**src/design/semv_pkg.sv**
```systemverilog
`timescale 1ns / 1ps
// ----------------------------------------------------------------------------
// semv_pkg: shared types and constants of the semantic version validator
// Character codes, section and status codes, field flags and item structs.
// ----------------------------------------------------------------------------
package semv_pkg;

    localparam int MAX_LENGTH = 256;
    localparam int LEN_W      = $clog2(MAX_LENGTH + 2);
    localparam int NUM_W      = 64;
    localparam int STATUS_W   = 4;
    localparam int CHAR_W     = 8;

    localparam logic CMD_CHAR = 1'b0;
    localparam logic CMD_END  = 1'b1;

    localparam logic [CHAR_W-1:0] CH_ZERO  = 8'h30;
    localparam logic [CHAR_W-1:0] CH_NINE  = 8'h39;
    localparam logic [CHAR_W-1:0] CH_DOT   = 8'h2E;
    localparam logic [CHAR_W-1:0] CH_DASH  = 8'h2D;
    localparam logic [CHAR_W-1:0] CH_PLUS  = 8'h2B;
    localparam logic [CHAR_W-1:0] CH_UP_A  = 8'h41;
    localparam logic [CHAR_W-1:0] CH_UP_Z  = 8'h5A;
    localparam logic [CHAR_W-1:0] CH_LOW_A = 8'h61;
    localparam logic [CHAR_W-1:0] CH_LOW_Z = 8'h7A;

    localparam logic [1:0] SEC_CORE  = 2'd0;
    localparam logic [1:0] SEC_PRE   = 2'd1;
    localparam logic [1:0] SEC_BUILD = 2'd2;

    localparam logic [1:0] LAST_FIELD = 2'd3;
    localparam logic [1:0] PATCH_IDX  = 2'd2;

    localparam logic [STATUS_W-1:0] ST_VALID        = 4'd0;
    localparam logic [STATUS_W-1:0] ST_EMPTY        = 4'd1;
    localparam logic [STATUS_W-1:0] ST_TOO_LONG     = 4'd2;
    localparam logic [STATUS_W-1:0] ST_MISSING_CORE = 4'd3;
    localparam logic [STATUS_W-1:0] ST_BAD_NUMBER   = 4'd4;
    localparam logic [STATUS_W-1:0] ST_LEADING_ZERO = 4'd5;
    localparam logic [STATUS_W-1:0] ST_OVERFLOW     = 4'd6;
    localparam logic [STATUS_W-1:0] ST_PRE_EMPTY    = 4'd7;
    localparam logic [STATUS_W-1:0] ST_PRE_BAD      = 4'd8;
    localparam logic [STATUS_W-1:0] ST_BUILD_EMPTY  = 4'd9;
    localparam logic [STATUS_W-1:0] ST_BUILD_BAD    = 4'd10;

    typedef struct packed {
        logic extra;
        logic multi;
        logic zero;
        logic nondig;
        logic empty;
    } t_flags;

    localparam t_flags FLAGS_CLEAR = 5'b00001;

    typedef struct packed {
        logic              command;
        logic [CHAR_W-1:0] character;
    } t_item;

    typedef struct packed {
        logic [STATUS_W-1:0] status;
        logic [NUM_W-1:0]    major;
        logic [NUM_W-1:0]    minor;
        logic [NUM_W-1:0]    patch;
        logic                has_prerelease;
        logic                has_build;
    } t_result;

endpackage

```
**src/design/semv_in_if.sv**
```systemverilog
`timescale 1ns / 1ps
// ----------------------------------------------------------------------------
// semv_in_if: text item channel
// Valid/ready channel carrying one command and one character per item.
// ----------------------------------------------------------------------------
interface semv_in_if;
    import semv_pkg::*;

    logic              valid;
    logic              ready;
    logic              command;
    logic [CHAR_W-1:0] character;

    modport source (output valid, output command, output character, input ready);
    modport sink   (input valid, input command, input character, output ready);
endinterface

```
**src/design/semv_out_if.sv**
```systemverilog
`timescale 1ns / 1ps
// ----------------------------------------------------------------------------
// semv_out_if: result item channel
// Valid/ready channel carrying status, core numbers and presence flags.
// ----------------------------------------------------------------------------
interface semv_out_if;
    import semv_pkg::*;

    logic                valid;
    logic                ready;
    logic [STATUS_W-1:0] status;
    logic [NUM_W-1:0]    major;
    logic [NUM_W-1:0]    minor;
    logic [NUM_W-1:0]    patch;
    logic                has_prerelease;
    logic                has_build;

    modport source (output valid, output status, output major, output minor, output patch,
                    output has_prerelease, output has_build, input ready);
    modport sink   (input valid, input status, input major, input minor, input patch,
                    input has_prerelease, input has_build, output ready);
endinterface

```
**src/design/semv_in_stage.sv**
```systemverilog
`timescale 1ns / 1ps
// ----------------------------------------------------------------------------
// semv_in_stage: input register
// Holds one accepted text item until the parser consumes it.
// ----------------------------------------------------------------------------
module semv_in_stage (
    input  logic            i_clk,
    input  logic            i_rst_n,
    semv_in_if.sink         i_in,
    input  logic            i_take,
    output logic            o_valid,
    output semv_pkg::t_item o_item
);
    import semv_pkg::*;

    logic  r_valid;
    t_item r_item;

    assign i_in.ready = !r_valid || i_take;
    assign o_valid    = r_valid;
    assign o_item     = r_item;

    always_ff @(posedge i_clk) begin
        if (!i_rst_n) begin
            r_valid <= 1'b0;
        end else if (i_in.ready) begin
            r_valid <= i_in.valid;
        end
    end

    always_ff @(posedge i_clk) begin
        if (i_in.valid && i_in.ready) begin
            r_item <= '{command: i_in.command, character: i_in.character};
        end
    end
endmodule

```
**src/design/semv_parser.sv**
```systemverilog
`timescale 1ns / 1ps
// ----------------------------------------------------------------------------
// semv_parser: version text parser
// Per-item state update (field flags, multiply-by-ten accumulate, error
// capture) and the result computed when an end item is consumed.
// ----------------------------------------------------------------------------
module semv_parser (
    input  logic              i_clk,
    input  logic              i_rst_n,
    input  logic              i_step,
    input  semv_pkg::t_item   i_item,
    output logic              o_result_valid,
    output semv_pkg::t_result o_result
);
    import semv_pkg::*;

    localparam int PROD_W = NUM_W + 4;

    logic [LEN_W-1:0]    r_len,        n_len;
    logic [1:0]          r_section,    n_section;
    logic [1:0]          r_idx,        n_idx;
    logic [NUM_W-1:0]    r_acc,        n_acc;
    logic [NUM_W-1:0]    r_major,      n_major;
    logic [NUM_W-1:0]    r_minor,      n_minor;
    t_flags              r_flags,      n_flags;
    logic [STATUS_W-1:0] r_core_err,   n_core_err;
    logic [STATUS_W-1:0] r_tail_err,   n_tail_err;
    logic                r_seen_pre,   n_seen_pre;
    logic                r_seen_build, n_seen_build;

    logic [CHAR_W-1:0]   c;
    logic                c_is_digit;
    logic                c_is_ident;
    logic [PROD_W-1:0]   acc_wide;
    logic [PROD_W-1:0]   prod;
    t_flags              note_flags;
    logic [NUM_W-1:0]    note_acc;
    logic [STATUS_W-1:0] core_code;
    logic [STATUS_W-1:0] tail_code;
    logic [STATUS_W-1:0] closed_core_err;
    logic [STATUS_W-1:0] closed_tail_err;
    logic                store_major;
    logic                store_minor;
    logic [STATUS_W-1:0] fin_core_err;
    logic [STATUS_W-1:0] fin_tail_err;
    logic [STATUS_W-1:0] status;
    logic                is_end;

    assign c          = i_item.character;
    assign is_end     = i_item.command == CMD_END;
    assign c_is_digit = (c >= CH_ZERO) && (c <= CH_NINE);
    assign c_is_ident = c_is_digit || ((c >= CH_UP_A) && (c <= CH_UP_Z))
                        || ((c >= CH_LOW_A) && (c <= CH_LOW_Z)) || (c == CH_DASH);
    // acc * 10 + digit as two shifts and adds
    assign acc_wide   = {4'b0, r_acc};
    assign prod       = (acc_wide << 3) + (acc_wide << 1)
                        + {{(PROD_W-CHAR_W){1'b0}}, c - CH_ZERO};

    always_comb begin
        note_flags = r_flags;
        note_acc   = r_acc;
        if (r_flags.empty) begin
            note_flags.empty = 1'b0;
            note_flags.zero  = r_flags.zero | (c == CH_ZERO);
        end else begin
            note_flags.multi = 1'b1;
        end
        if (!c_is_digit) begin
            note_flags.nondig = 1'b1;
        end
        if (r_section == SEC_CORE) begin
            if (r_idx != LAST_FIELD && c_is_digit && !r_flags.extra) begin
                if (|prod[PROD_W-1:NUM_W]) begin
                    note_flags.extra = 1'b1;
                end else begin
                    note_acc = prod[NUM_W-1:0];
                end
            end
        end else if (!c_is_ident) begin
            note_flags.extra = 1'b1;
        end
    end

    always_comb begin
        priority if (r_flags.empty) begin
            core_code = ST_MISSING_CORE;
        end else if (r_flags.nondig) begin
            core_code = ST_BAD_NUMBER;
        end else if (r_flags.zero && r_flags.multi) begin
            core_code = ST_LEADING_ZERO;
        end else if (r_flags.extra) begin
            core_code = ST_OVERFLOW;
        end else begin
            core_code = ST_VALID;
        end
    end

    always_comb begin
        if (r_section == SEC_PRE) begin
            priority if (r_flags.empty) begin
                tail_code = ST_PRE_EMPTY;
            end else if (r_flags.extra) begin
                tail_code = ST_PRE_BAD;
            end else if (!r_flags.nondig && r_flags.zero && r_flags.multi) begin
                tail_code = ST_LEADING_ZERO;
            end else begin
                tail_code = ST_VALID;
            end
        end else begin
            priority if (r_flags.empty) begin
                tail_code = ST_BUILD_EMPTY;
            end else if (r_flags.extra) begin
                tail_code = ST_BUILD_BAD;
            end else begin
                tail_code = ST_VALID;
            end
        end
    end

    assign closed_core_err = (r_idx != LAST_FIELD && core_code != ST_VALID
                              && r_core_err == ST_VALID) ? core_code : r_core_err;
    assign closed_tail_err = (tail_code != ST_VALID && r_tail_err == ST_VALID)
                             ? tail_code : r_tail_err;
    assign store_major     = (r_idx == 2'd0) && (core_code == ST_VALID);
    assign store_minor     = (r_idx == 2'd1) && (core_code == ST_VALID);

    always_comb begin
        n_len        = r_len;
        n_section    = r_section;
        n_idx        = r_idx;
        n_acc        = r_acc;
        n_major      = r_major;
        n_minor      = r_minor;
        n_flags      = r_flags;
        n_core_err   = r_core_err;
        n_tail_err   = r_tail_err;
        n_seen_pre   = r_seen_pre;
        n_seen_build = r_seen_build;
        if (i_step) begin
            if (is_end) begin
                n_len        = '0;
                n_section    = SEC_CORE;
                n_idx        = 2'd0;
                n_acc        = '0;
                n_major      = '0;
                n_minor      = '0;
                n_flags      = FLAGS_CLEAR;
                n_core_err   = ST_VALID;
                n_tail_err   = ST_VALID;
                n_seen_pre   = 1'b0;
                n_seen_build = 1'b0;
            end else begin
                if (r_len <= LEN_W'(MAX_LENGTH)) begin
                    n_len = r_len + LEN_W'(1);
                end
                if (r_section == SEC_CORE) begin
                    if (c == CH_DOT || c == CH_DASH || c == CH_PLUS) begin
                        n_core_err = closed_core_err;
                        n_flags    = FLAGS_CLEAR;
                        if (store_major) begin
                            n_major = r_acc;
                        end
                        if (store_minor) begin
                            n_minor = r_acc;
                        end
                        if (c == CH_DOT) begin
                            n_acc = '0;
                            if (r_idx != LAST_FIELD) begin
                                n_idx = r_idx + 2'd1;
                            end
                        end else if (c == CH_PLUS) begin
                            n_section    = SEC_BUILD;
                            n_seen_build = 1'b1;
                        end else begin
                            n_section  = SEC_PRE;
                            n_seen_pre = 1'b1;
                        end
                    end else begin
                        n_flags = note_flags;
                        n_acc   = note_acc;
                    end
                end else if (c == CH_DOT) begin
                    n_tail_err = closed_tail_err;
                    n_flags    = FLAGS_CLEAR;
                end else if (c == CH_PLUS && r_section == SEC_PRE) begin
                    n_tail_err   = closed_tail_err;
                    n_flags      = FLAGS_CLEAR;
                    n_section    = SEC_BUILD;
                    n_seen_build = 1'b1;
                end else begin
                    n_flags = note_flags;
                end
            end
        end
    end

    assign fin_core_err = (r_section == SEC_CORE) ? closed_core_err : r_core_err;
    assign fin_tail_err = (r_section == SEC_CORE) ? r_tail_err : closed_tail_err;

    always_comb begin
        priority if (r_len == '0) begin
            status = ST_EMPTY;
        end else if (r_len > LEN_W'(MAX_LENGTH)) begin
            status = ST_TOO_LONG;
        end else if (r_idx != PATCH_IDX) begin
            status = ST_MISSING_CORE;
        end else if (fin_core_err != ST_VALID) begin
            status = fin_core_err;
        end else begin
            status = fin_tail_err;
        end
    end

    assign o_result_valid          = i_step && is_end;
    assign o_result.status         = status;
    assign o_result.major          = (status == ST_VALID) ? r_major : '0;
    assign o_result.minor          = (status == ST_VALID) ? r_minor : '0;
    assign o_result.patch          = (status == ST_VALID) ? r_acc : '0;
    assign o_result.has_prerelease = r_seen_pre;
    assign o_result.has_build      = r_seen_build;

    always_ff @(posedge i_clk) begin
        if (!i_rst_n) begin
            r_len        <= '0;
            r_section    <= SEC_CORE;
            r_idx        <= 2'd0;
            r_acc        <= '0;
            r_major      <= '0;
            r_minor      <= '0;
            r_flags      <= FLAGS_CLEAR;
            r_core_err   <= ST_VALID;
            r_tail_err   <= ST_VALID;
            r_seen_pre   <= 1'b0;
            r_seen_build <= 1'b0;
        end else begin
            r_len        <= n_len;
            r_section    <= n_section;
            r_idx        <= n_idx;
            r_acc        <= n_acc;
            r_major      <= n_major;
            r_minor      <= n_minor;
            r_flags      <= n_flags;
            r_core_err   <= n_core_err;
            r_tail_err   <= n_tail_err;
            r_seen_pre   <= n_seen_pre;
            r_seen_build <= n_seen_build;
        end
    end

    a_zero_unless_valid: assert property (@(posedge i_clk) disable iff (!i_rst_n)
        o_result_valid && o_result.status != ST_VALID
        |-> o_result.major == '0 && o_result.minor == '0 && o_result.patch == '0)
        else $error("core numbers not zero on a failing result");

    a_end_clears: assert property (@(posedge i_clk) disable iff (!i_rst_n)
        o_result_valid |=> r_len == '0 && r_section == SEC_CORE && r_idx == 2'd0
                           && r_core_err == ST_VALID && r_tail_err == ST_VALID)
        else $error("parser state not cleared after end item");

    a_len_saturates: assert property (@(posedge i_clk) disable iff (!i_rst_n)
        r_len <= LEN_W'(MAX_LENGTH + 1))
        else $error("text length counter beyond saturation");

    a_empty_no_parts: assert property (@(posedge i_clk) disable iff (!i_rst_n)
        o_result_valid && o_result.status == ST_EMPTY
        |-> !o_result.has_prerelease && !o_result.has_build)
        else $error("empty text reports a prerelease or build part");

    a_build_seen: assert property (@(posedge i_clk) disable iff (!i_rst_n)
        r_section == SEC_BUILD |-> r_seen_build)
        else $error("build section without build flag");
endmodule

```
**src/design/semv_out_stage.sv**
```systemverilog
`timescale 1ns / 1ps
// ----------------------------------------------------------------------------
// semv_out_stage: result register
// Holds one result item until the sink takes it.
// ----------------------------------------------------------------------------
module semv_out_stage (
    input  logic              i_clk,
    input  logic              i_rst_n,
    input  logic              i_load,
    input  semv_pkg::t_result i_result,
    output logic              o_free,
    semv_out_if.source        o_out
);
    import semv_pkg::*;

    logic    r_valid;
    t_result r_result;

    assign o_free               = !r_valid || o_out.ready;
    assign o_out.valid          = r_valid;
    assign o_out.status         = r_result.status;
    assign o_out.major          = r_result.major;
    assign o_out.minor          = r_result.minor;
    assign o_out.patch          = r_result.patch;
    assign o_out.has_prerelease = r_result.has_prerelease;
    assign o_out.has_build      = r_result.has_build;

    always_ff @(posedge i_clk) begin
        if (!i_rst_n) begin
            r_valid <= 1'b0;
        end else if (o_free) begin
            r_valid <= i_load;
        end
    end

    always_ff @(posedge i_clk) begin
        if (i_load) begin
            r_result <= i_result;
        end
    end
endmodule

```
**src/design/semantic_version_validator.sv**
```systemverilog
`timescale 1ns / 1ps
// ----------------------------------------------------------------------------
// semantic_version_validator: streaming semantic version checker
// The end item passes the input register and the parser; its result is then held in the result register.
// Throughput: one item per cycle unless an end item stalls; character items never wait on the output.
// An end item stalls only while the result register still holds an untaken item.
// Reset (synchronous, active low) empties both registers and clears the parser.
// ----------------------------------------------------------------------------
module semantic_version_validator (
    input  logic       i_clk,
    input  logic       i_rst_n,
    semv_in_if.sink    i_in,
    semv_out_if.source o_out
);
    import semv_pkg::*;

    logic    in_valid;
    t_item   in_item;
    logic    take;
    logic    out_free;
    logic    result_valid;
    t_result result;

    assign take = in_valid && (in_item.command == CMD_CHAR || out_free);

    semv_in_stage u_in_stage (
        .i_clk   (i_clk),
        .i_rst_n (i_rst_n),
        .i_in    (i_in),
        .i_take  (take),
        .o_valid (in_valid),
        .o_item  (in_item)
    );

    semv_parser u_parser (
        .i_clk          (i_clk),
        .i_rst_n        (i_rst_n),
        .i_step         (take),
        .i_item         (in_item),
        .o_result_valid (result_valid),
        .o_result       (result)
    );

    semv_out_stage u_out_stage (
        .i_clk    (i_clk),
        .i_rst_n  (i_rst_n),
        .i_load   (result_valid),
        .i_result (result),
        .o_free   (out_free),
        .o_out    (o_out)
    );
endmodule

```
**src/flat_wrapper.sv**
```systemverilog
// flat-port wrapper written by rule: the top's interface ports become plain ports
module semantic_version_validator_flat import semv_pkg::*;
  (i_clk, i_rst_n, i_in_valid, i_in_command, i_in_character, i_in_ready, o_out_valid, o_out_status, o_out_major, o_out_minor, o_out_patch, o_out_has_prerelease, o_out_has_build, o_out_ready);
  semv_in_if i_in_i ();
  semv_out_if o_out_i ();
  input  logic i_clk;
  input  logic i_rst_n;
  input wire logic [$bits(i_in_i.valid)-1:0] i_in_valid;
  input wire logic [$bits(i_in_i.command)-1:0] i_in_command;
  input wire logic [$bits(i_in_i.character)-1:0] i_in_character;
  output wire logic [$bits(i_in_i.ready)-1:0] i_in_ready;
  output wire logic [$bits(o_out_i.valid)-1:0] o_out_valid;
  output wire logic [$bits(o_out_i.status)-1:0] o_out_status;
  output wire logic [$bits(o_out_i.major)-1:0] o_out_major;
  output wire logic [$bits(o_out_i.minor)-1:0] o_out_minor;
  output wire logic [$bits(o_out_i.patch)-1:0] o_out_patch;
  output wire logic [$bits(o_out_i.has_prerelease)-1:0] o_out_has_prerelease;
  output wire logic [$bits(o_out_i.has_build)-1:0] o_out_has_build;
  input wire logic [$bits(o_out_i.ready)-1:0] o_out_ready;
  assign i_in_i.valid = i_in_valid;
  assign i_in_i.command = i_in_command;
  assign i_in_i.character = i_in_character;
  assign i_in_ready = i_in_i.ready;
  assign o_out_valid = o_out_i.valid;
  assign o_out_status = o_out_i.status;
  assign o_out_major = o_out_i.major;
  assign o_out_minor = o_out_i.minor;
  assign o_out_patch = o_out_i.patch;
  assign o_out_has_prerelease = o_out_i.has_prerelease;
  assign o_out_has_build = o_out_i.has_build;
  assign o_out_i.ready = o_out_ready;
  semantic_version_validator u_core (.i_clk(i_clk), .i_rst_n(i_rst_n), .i_in(i_in_i), .o_out(o_out_i));
endmodule
```
**config.mk**
```make
export PLATFORM = sky130hd
export DESIGN_NAME = semantic_version_validator_flat
export DESIGN_NICKNAME = d
export VERILOG_FILES = /design/src/design/semv_pkg.sv /design/src/design/semv_in_if.sv /design/src/design/semv_out_if.sv /design/src/design/semv_in_stage.sv /design/src/design/semv_parser.sv /design/src/design/semv_out_stage.sv /design/src/design/semantic_version_validator.sv /design/src/flat_wrapper.sv
export SDC_FILE = /design/constraint.sdc
export NUM_CORES = 1
export LEC_CHECK = 0
export ABC_AREA = 1
export BUFFER_PORTS_ARGS = -buffer_cell sky130_fd_sc_hd__buf_2
export CAP_MARGIN = 15
export CORE_UTILIZATION = 54
export DETAILED_ROUTE_END_ITERATION = 8
export PLACE_DENSITY = 0.76
export SETUP_SLACK_MARGIN = 0.05
export SKIP_LAST_GASP = 1
export SYNTH_ARGS = -nofsm -noshare
export SYNTH_HDL_FRONTEND = slang
export SYNTH_SLANG_ARGS = --single-unit
```
**constraint.sdc**
```tcl
create_clock -name i_clk -period 5.5 [get_ports i_clk]
set_input_delay 0.275 -clock i_clk [delete_from_list [all_inputs] [get_ports i_clk]]
set_output_delay 0.275 -clock i_clk [all_outputs]
set_load 0.01 [all_outputs]
```
==> results of run 1 <==
final cells by class:
cell class / instances / area (sq um)
flip-flops and latches: 429 / 10700
clock buffers: 51 / 1130
repair buffers: 244 / 1380
inverters: 462 / 1740
clock inverters: 27 / 440
multi-input cells: 1967 / 10100
fillers: 3664 / 16000
well taps: 539 / 674
per-stage QoR:
stage | power, mW | worst slack [ps] | instances | area, sq um | utilization [%]
4_1_cts | 7.59 | 1360 | 3719 | 26100 | 62.0
5_1_grt | 7.82 | 969 | 3719 | 26100 | 62.0
2_1_floorplan | 4.14 | 1170 | 2973 | 23200 | -
3_5_place_dp | 4.38 | 1390 | 3631 | 24400 | 58.0
3_3_place_gp | 4.36 | 1470 | 3631 | 24400 | 58.0
6_report | 7.55 | 1290 | 3719 | 26100 | 62.0
how the worst min path moves through the flow:
stage / cells past startpoint / end / startpoint
final: 4 / u_core.u_in_stage.o_valid / o_out_ready
after floorplan: 0 / u_core.u_in_stage.o_item[0] / i_in_character[0]
after global routing: 4 / u_core.u_in_stage.o_valid / o_out_ready
after detailed placement: 0 / u_core.u_out_stage.o_out.has_prerelease / u_core.u_parser.r_seen_pre
after CTS: 4 / u_core.u_in_stage.o_valid / o_out_ready
after global placement: 0 / u_core.u_out_stage.o_out.has_prerelease / u_core.u_parser.r_seen_pre
cells in the final DEF, fill, tap and decap left out, types with 6 or more instances in the layout:
master / n
dfxtp_1: 222
fa_1: 6
bufinv_16: 11
nor2_2: 10
nand4_1: 8
edfxtp_1: 207
nor4_1: 6
nand3_1: 138
a211oi_1: 29
inv_1: 456
clkbuf_1: 6
o21bai_1: 22
nor2_1: 503
o21ai_0: 165
or2_2: 10
ha_1: 134
nor3_1: 23
nand3b_1: 16
dlygate4sd3_1: 10
buf_4: 19
clkinv_2: 9
a21o_1: 24
nand2_1: 537
clkbuf_16: 43
o21ai_1: 9
a21oi_1: 277
buf_2: 211
where the power goes:
group | switching, mW | internal (mW)
clock | 1.24 | 1.99
combinational | 0.543 | 0.259
sequential | 0.0747 | 3.45
total | 1.86 | 5.70
flip-flops by register name, summed over array words and instances (netlist names), 2 cells and up:
register / cells
u_core.u_parser.r_idx: 2
u_core.u_in_stage.o_item: 9
u_core.u_parser.r_tail_err: 4
u_core.u_parser.r_section: 2
u_core.u_parser.r_major: 64
u_core.u_out_stage.o_out.status: 4
u_core.u_parser.r_minor: 64
u_core.u_out_stage.o_out.patch: 64
u_core.u_parser.r_flags: 5
u_core.u_out_stage.o_out.major: 64
u_core.u_parser.r_core_err: 4
u_core.u_out_stage.o_out.minor: 64
u_core.u_parser.r_acc: 64
u_core.u_parser.r_len: 9
layer usage:
| layer | vias up | track usage (%) | share of wire, % |
|---|---|---|---|
| met5 | - | 0 | 0.073 |
| met4 | 8 | 9.79 | 2.8 |
| met3 | 118 | 5.20 | 7.3 |
| met2 | 686 | 46.6 | 45 |
| met1 | 9451 | 41.6 | 45 |
| li1 | 9949 | - | - |
critical path: cells and delay by family (launching register included):
| family | cells | cell delay, ps |
|---|---|---|
| xor+xnor | 1 | 220 |
| simple gates | 17 | 1880 |
| fa+ha+maj | 3 | 1100 |
| buf+inv | 1 | 380 |
| flops | 1 | 450 |
cells by family (layout without fill, tap and decap cells):
logic type / count (synthesis) / count (layout) / share of synthesized area (%)
AND/OR/NAND/NOR: 1270 / 1270 / 22.4
buffers and inverters: 577 / 784 / 10.6
AO/OA/AOI/OAI: 554 / 554 / 13.1
flip-flops: 429 / 429 / 46.0
adder cells (fa/ha/maj): 140 / 140 / 7.75
XOR/XNOR: 3 / 3 / 0.113
==> metrics.txt, run 1 <==
status=finished clean; crit path time final=between 4000 and 5000 ps; fmax=238 MHz; Detailed Route Iter0 Violations=roughly 1800; syn_nets=~3100; worst reg2reg path depth=22; Max Cap Viol=0; worst r2r src=u_core.u_in_stage.o_item[4]; Worst Hold Slack=90.2 ps; synth cell count leaders=539 x nand2_1, 503 x nor2_1, 457 x inv_1; antenna-violating nets left=0; Std-Cell Rows=between 70 and 80; vias in the first global route=19125; post-DR vias/cell=5.43; RSZ-0062 raised after global routing=false; Num CTS Buffers=between 40 and 50; Least-Margin Pin Slew=1010 ps; routed len/inst=17.6 um; crit-path max cell delay=450 ps; Slowest cell on crit path=edfxtp_1; Skew-Pair Late Insertion Delay=between 500 and 600 ps; CP Launch Type=flop; post-route clock period utilization=approximately 76%; Core Footprint=roughly 0.042 sq mm; Die Span Y=between 200 and 250 um; hpwl dp=49000 um; Final nets=~3300; Worst Setup End Kind=flop; GRT Util Overall=between 20% and 30%; crit path DAT=~4700 ps; Fin Setup TNS=0 ps; WL final=~66000 um; mean area per synthesized cell=7.79 sq um; initial antenna violation count=5; area grow syn2layout=12.7%; Slew headroom=between 30% and 40%; Synth Warn #=0; IR drop worst, VDD=0.000222 V; post-synth top area share=26.8%; Max Root-Sink Buffers=3; EDFF count, synth=207; required time worst endpoint=approximately 6000 ps; synthesized area=0.0232 sq mm; Initial DRT Pass Iterations=7; R2R Setup Slk=1290 ps; hold_buf cts=10; ys async rst share=0%; Worst R2R End=u_core.u_parser.r_acc[35]; setup bufs post-CTS=0; Final Hold Fails=0; Synth cell types=roughly 50; # diodes=0; Lkg Pwr=roughly 11 nW; clk slew on worst S/H paths=around 60 ps; DRC Markers=0; worst hold path type=in -> reg; GPL Wtd Cong=0.963; post-synth top area cell=edfxtp_1; die area=roughly 0.044 sq mm; die width=about 210 um; Synth Instances=between 2000 and 3000; root buffer cell=clkbuf_16; crit path from=u_core.u_in_stage.o_item[4]; layout cell share with drive strength beyond 1=10.9%; critical-path maximum fanout=just under 50; CP Class=reg -> reg; H-tree depth=2; port bufs=212; crit-path most repeated cell=nand2_1; CTS tree=done; ys flop type=dfxtp_1; synthesized flop and latch total=approximately 430; Initial Utilization=55.0%; Setup Viol. Count Final=0; sequential area share after synthesis=46.0%; I/O Pins=about 210; pwr dens=289 mW/mm^2; largest net degree at the start of global routing=103; first-pass GRT wire length=just over 100000 um; skew final=22.0 ps; CTS Sinks=429; max-slew violations=0; vias post-DR=about 20000; most common cell in the netlist=nand2_1; CP Capture Point=u_core.u_parser.r_acc[35]; dominant cells by area after synthesis=edfxtp_1 27%, dfxtp_1 19%, nand2_1 8.7%; grt total ovfl=0; CP cell instances=ha_1 > xnor2_1 > fa_1 > ha_1 > nand2_1 > nor2_1 > nand3_1 > nand2_1 > nand2_1 > nand2_1 > nand2_1 > nand2_2 > nand2_1 > nand3_1 > nand2_1 > nor2_2 > nand3_2 > nand2_4 > buf_4 > nand3_1 > nand2_1 > nor2_1; Gates resized, CTS repair=0
No activity file was read; power rests on OpenSTA's default activity.
==> run 2, diff against run 1 <==
--- a/config.mk
+++ b/config.mk
@@ -8,9 +8,9 @@
 export ABC_AREA = 1
 export BUFFER_PORTS_ARGS = -buffer_cell sky130_fd_sc_hd__buf_2
 export CAP_MARGIN = 15
-export CORE_UTILIZATION = 54
+export CORE_UTILIZATION = 55
 export DETAILED_ROUTE_END_ITERATION = 8
-export PLACE_DENSITY = 0.76
+export PLACE_DENSITY = 0.75
 export SETUP_SLACK_MARGIN = 0.05
 export SKIP_LAST_GASP = 1
 export SYNTH_ARGS = -nofsm -noshare
==> constraint.sdc (replaced) <==
create_clock -name i_clk -period 4.4 [get_ports i_clk]
set_input_delay 0.22 -clock i_clk [delete_from_list [all_inputs] [get_ports i_clk]]
set_output_delay 0.22 -clock i_clk [all_outputs]
set_load 0.01 [all_outputs]
==> metrics.txt, run 2 (same netlist as run 1, synthesis figures left out) <==
Fin Setup TNS=0 ps (unchanged); area of the multi-input gates=0.0101 sq mm (unchanged); post-DR vias/cell=5.41 (-0.37%); crit path from=u_core.u_in_stage.o_item[4]; CP delay by family, top=simple AND/OR/NAND/NOR gates; Std-Cell Rows=74 (-1.3%); Final nets=3309 (+0.30%); GRT Util Overall=29.9% (+0.19 points); Initial Utilization=56.2% (+1.2 points); Slowest cell on crit path=edfxtp_1; die width=207 um (-0.90%); initial antenna violation count=1 (-4); status=finished clean; port bufs=212 (unchanged); Skew-Pair Late Insertion Delay=580 ps (about the same); CP Launch Type=flop; commonest non-fill, non-tap cell in the layout=nand2_1; clk slew on worst S/H paths=60 ps (about the same); post-route clock period utilization=87.8% (+11 points); WL final=64900 um (-0.97%); critical-path maximum fanout=88 (+80%); crit-path max cell delay=440 ps (about the same); Initial DRT Pass Iterations=6 (-1); CP Class=reg -> reg; antenna-violating nets left=0 (unchanged); Setup Viol. Count Final=0 (unchanged); CTS tree=done; Core Footprint=0.0412 sq mm (-2.2%); hpwl dp=48400 um (-1.3%); Final Hold Fails=0 (unchanged); Die Span Y=207 um (-0.90%); grt total ovfl=0 (unchanged); skew final=17.2 ps (-4.80 ps); commonest non-fill, non-tap cells in the layout=537 x nand2_1, 503 x nor2_1, 456 x inv_1; Max Cap Viol=0 (unchanged); Max Root-Sink Buffers=3 (unchanged); H-tree depth=2 (unchanged); crit path DAT=4330 ps (-340 ps); Setup WS pre-CTS=556 ps (-833 ps); Least-Margin Pin Slew=872 ps (-140 ps); required time worst endpoint=4870 ps (-1090 ps); worst hold path type=in -> reg; final worst slack=537 ps (-757 ps); fmax=259 MHz (+8.9%); routed len/inst=17.4 um (-1.1%); Sequential cell area=0.0107 sq mm (unchanged); die area=0.0430 sq mm (-1.8%); Worst Setup End Kind=flop; worst r2r src=u_core.u_in_stage.o_item[4]; Num CTS Buffers=44 (+4.8%); fillers=3571 (-2.5%); IR drop worst, VDD=0.000369 V (+66%); max-slew violations=0 (unchanged); Detailed Route Iter0 Violations=1743 (-4.6%); pwr dens=360 mW/mm^2 (+24%); Slew headroom=41.9% (+9.3 points); I/O Pins=213 (unchanged); post-route cell area=0.0262 sq mm (+0.38%); root buffer cell=clkbuf_16; vias post-DR=20165 (-0.23%); DRC Markers=0 (unchanged); vias in the first global route=18810 (-1.6%); crit-path most repeated cell=nand2_1; Lkg Pwr=11.3 nW (+0.39%); # diodes=0 (unchanged); first-pass GRT wire length=102000 um (-0.26%); layout cell share with drive strength beyond 1=11.1% (+0.15 points); Area after DPL=0.0245 sq mm (+0.38%); RSZ-0062 raised after global routing=false; Buf/Inv on CP=2 (+1); GPL Wtd Cong=0.954 (-0.92%); CP cell instances=inv_1 > ha_1 > fa_1 > ha_1 > a21oi_1 > nand2_1 > nand2_1 > nand2_1 > nand2_1 > nand2_2 > nand2_1 > nand2_1 > nand2_1 > nand2_1 > nand2_1 > nand2_1 > nor2_2 > nand3_2 > nand2_4 > buf_12 > nand3_1 > nand2_1 > nor2_1; area grow syn2layout=13.1%; largest net degree at the start of global routing=93 (-9.7%); Hold Startpoint=o_out_ready; CTS Sinks=429 (unchanged); crit path time final=3860 ps (-343 ps)
[run 2: repair_timing]
| action | in CTS | in global routing |
|---|---|---|
| endpoints found under the setup margin | 0 | 0 |
| buffers inserted | 0 | 0 |
| hold buffers | 11 | 0 |
| endpoints found under the hold margin | 10 | 0 |
| resized for setup | 0 | 0 |
[run 2: worst paths after layout]
path	to	cells after the start	slack (ps)
worst max-delay path	u_core.u_parser.r_acc[48]	23	540
worst min register to register	u_core.u_out_stage.o_out.has_prerelease	0	440
worst min-delay path	u_core.u_out_stage.o_out.valid	4	50
worst max register to register	u_core.u_parser.r_acc[48]	23	540
[run 2: through the flow]
| step | hold slack (ps) | util [%] | power [mW] | instances |
|---|---|---|---|---|
| after global routing | 67.6 | 63.6 | 9.77 | 3724 |
| after detailed placement | 398 | 59.5 | 5.47 | 3631 |
| after floorplan | 319 | - | 5.18 | 2973 |
| final | 46.9 | 63.6 | 9.43 | 3724 |
| after global placement | 397 | 59.5 | 5.44 | 3631 |
| after CTS | 23.4 | 63.6 | 9.47 | 3724 |
[run 2: worst register-to-register path, cell delays in order, from the launching register on]
cell	delay (ps)
edfxtp_1	440
inv_1	170
ha_1	260
fa_1	440
ha_1	380
a21oi_1	140
nand2_1	100
nand2_1	80
nand2_1	100
nand2_1	90
nand2_2	80
nand2_1	90
nand2_1	100
nand2_1	100
nand2_1	50
nand2_1	60
nand2_1	60
nor2_2	140
nand3_2	100
nand2_4	80
buf_12	340
nand3_1	180
nand2_1	90
nor2_1	50
[run 2: final cells by class]
type / count / share of cell area [%]
clock buffers: 57 / 4.51
repair buffers: 252 / 5.69
multi-input cells: 1967 / 38.5
well taps: 532 / 2.54
flip-flops and latches: 429 / 40.7
inverters: 462 / 6.63
clock inverters: 25 / 1.46
[run 2: where the power goes]
part	internal [mW]	switching (mW)
Clock	2.40	1.62
Combinational	0.330	0.672
Sequential	4.32	0.0922
Total	7.05	2.39
[run 2: routing by layer]
layer,wire length (um),up-vias,global-route usage (%)
met3,4500,97,4.64
met5,26,-,0
li1,-,9989,-
met4,1300,2,7.21
met1,29200,9397,42.3
met2,29800,680,48.1
==> run 3, diff against run 2 <==
--- a/config.mk
+++ b/config.mk
@@ -7,10 +7,10 @@
 export LEC_CHECK = 0
 export ABC_AREA = 1
 export BUFFER_PORTS_ARGS = -buffer_cell sky130_fd_sc_hd__buf_2
-export CAP_MARGIN = 15
 export CORE_UTILIZATION = 55
 export DETAILED_ROUTE_END_ITERATION = 8
 export PLACE_DENSITY = 0.75
+export RECOVER_POWER = 25
 export SETUP_SLACK_MARGIN = 0.05
 export SKIP_LAST_GASP = 1
 export SYNTH_ARGS = -nofsm -noshare
==> metrics.txt, run 3 (same netlist as run 1, synthesis figures left out) <==
status=finished clean; die area=0.0430 sq mm (unchanged); max-slew violations=0 (unchanged); Final Hold Fails=0 (unchanged); WL final=65200 um (+0.49%); RSZ-0062 raised after global routing=false; CTS tree=done; I/O Pins=213 (unchanged); switching share of power=25.3% (about the same); Max Cap Viol=0 (unchanged); Gates resized, CTS repair=0 (unchanged); Die Span Y=207 um (unchanged); post-route clock period utilization=87.7% (-0.10 points); required time worst endpoint=4870 ps (about the same); antenna-violating nets left=0 (unchanged); DRC Markers=0 (unchanged); setup bufs post-CTS=0 (unchanged); crit path DAT=4320 ps (about the same); NetSw=2.38 mW (-0.20%); Lkg Pwr=10.8 nW (-4.4%); pwr dens=363 mW/mm^2 (+0.77%); hold_buf cts=11 (unchanged); Final Util=63.0% (-0.61 points); Core Footprint=0.0412 sq mm (unchanged); Num CTS Buffers=44 (unchanged); fmax=259 MHz (+0.12%); Final nets=3309 (unchanged); combinational power share=10.5% (about the same); final worst slack=541 ps (+4.44 ps); first-pass GRT wire length=102000 um (unchanged); layout cell share with drive strength beyond 1=4.76% (-6.3 points); CP cell instances=inv_1 > ha_1 > fa_1 > ha_1 > a21oi_1 > nand2_1 > nand2_1 > nand2_1 > nand2_1 > nand2_2 > nand2_1 > nand2_1 > nand2_1 > nand2_1 > nand2_1 > nand2_1 > nor2_2 > nand3_2 > nand2_4 > buf_12 > nand3_1 > nand2_1 > nor2_1; Detailed Route Iter0 Violations=1720 (-1.3%); grt total ovfl=0 (unchanged); crit-path max cell delay=440 ps (about the same); GRT Util Overall=29.9% (unchanged); Setup WS pre-CTS=556 ps (unchanged); largest net degree at the start of global routing=93 (unchanged); post-DR vias/cell=5.43 (+0.36%); root buffer cell=clkbuf_16; GPL Wtd Cong=0.954 (unchanged); clk slew on worst S/H paths=60 ps (about the same); critical-path maximum fanout=88 (unchanged); Setup Viol. Count Final=0 (unchanged); vias in the first global route=18810 (unchanged); crit path time final=3860 ps (-4.44 ps); Std-Cell Rows=74 (unchanged); hpwl dp=48400 um (unchanged); commonest non-fill, non-tap cell in the layout=nand2_1; die width=207 um (unchanged); Flop pwr share=46.8% (about the same); IR drop worst, VDD=0.000368 V (-0.15%); routed len/inst=17.5 um (+0.49%); vias post-DR=20237 (+0.36%); commonest non-fill, non-tap cells in the layout=537 x nand2_1, 503 x nor2_1, 456 x inv_1; port bufs=212 (unchanged); Initial DRT Pass Iterations=5 (-1); Slew headroom=40.7% (-1.2 points); Fin Setup TNS=0 ps (unchanged); CP Launch Type=flop; Skew-Pair Late Insertion Delay=580 ps (about the same); CTS Sinks=429 (unchanged); Max Root-Sink Buffers=3 (unchanged); crit-path most repeated cell=nand2_1; H-tree depth=2 (unchanged); initial antenna violation count=1 (unchanged); Least-Margin Pin Slew=890 ps (+17.9 ps); internal power=7.03 mW (-0.20%); total power draw=9.41 mW (-0.20%); Worst Setup End Kind=flop; Slowest cell on crit path=edfxtp_1; Initial Utilization=56.2% (unchanged); # diodes=0 (unchanged); skew final=15.6 ps (-1.61 ps); CP Class=reg -> reg; Clk network pwr share=42.6% (about the same); worst hold path type=in -> reg; area grow syn2layout=12.0%
## run 3: changes by cell type in the layout (fill, tap and decap cells not counted)
cell      before  now
clkbuf_1      11  213
buf_2        211    9
## run 3: worst max-delay path, delay by kind of cell (launching register included)
kind	cells	cell delay (ps)
AO/OA/AOI/OAI	1	140
flip-flops	1	440
AND/OR/NAND/NOR	17	1540
buffers and inverters	2	510
adder cells (fa/ha/maj)	3	1080
## run 3: per-stage QoR
stage / cell area (sq um) / hold slack [ps] / cells
2_1_floorplan: 23200 / 319 / 2973
3_3_place_gp: 24500 / 397 / 3631
3_5_place_dp: 24500 / 398 / 3631
4_1_cts: 26200 / 23.4 / 3724
5_1_grt: 26000 / 67.6 / 3724
6_report: 26000 / 43.7 / 3724
## run 3: cell type report
class,instances,area (sq um)
Clock buffer,57,1180
Clock inverter,25,382
Fill cell,3707,15300
Inverter,462,1740
Multi-Input combinational cell,1967,10100
Sequential cell,429,10700
Tap cell,532,666
Timing Repair Buffer,252,1240
## run 3: routing by layer
metal	routed length (um)	part of all wire, %	vias up	track usage [%]
met1	29400	45	9451	42.3
li1	-	-	9986	-
met2	29800	46	696	48.1
met4	1310	2.0	2	7.21
met3	4650	7.1	102	4.64
met5	26	0.040	-	0
## run 3: final timing paths
path,start,endpoint,slack (ps),depth (start not counted)
worst max-delay path,u_core.u_in_stage.o_item[4],u_core.u_parser.r_acc[48],540,23
worst min-delay path,o_out_ready,u_core.u_out_stage.o_out.valid,40,4
worst min register to register,u_core.u_parser.r_seen_pre,u_core.u_out_stage.o_out.has_prerelease,440,0
worst max register to register,u_core.u_in_stage.o_item[4],u_core.u_parser.r_acc[48],540,23
## run 3: power groups by stage
stage | Sequential, mW | Clock, mW | Combinational, mW
after detailed placement | 4.49 | 0 | 0.980
after global routing | 4.42 | 4.23 | 1.11
final | 4.41 | 4.01 | 0.989
after CTS | 4.41 | 4.07 | 0.995
after floorplan | 4.50 | 0 | 0.679
after global placement | 4.49 | 0 | 0.954
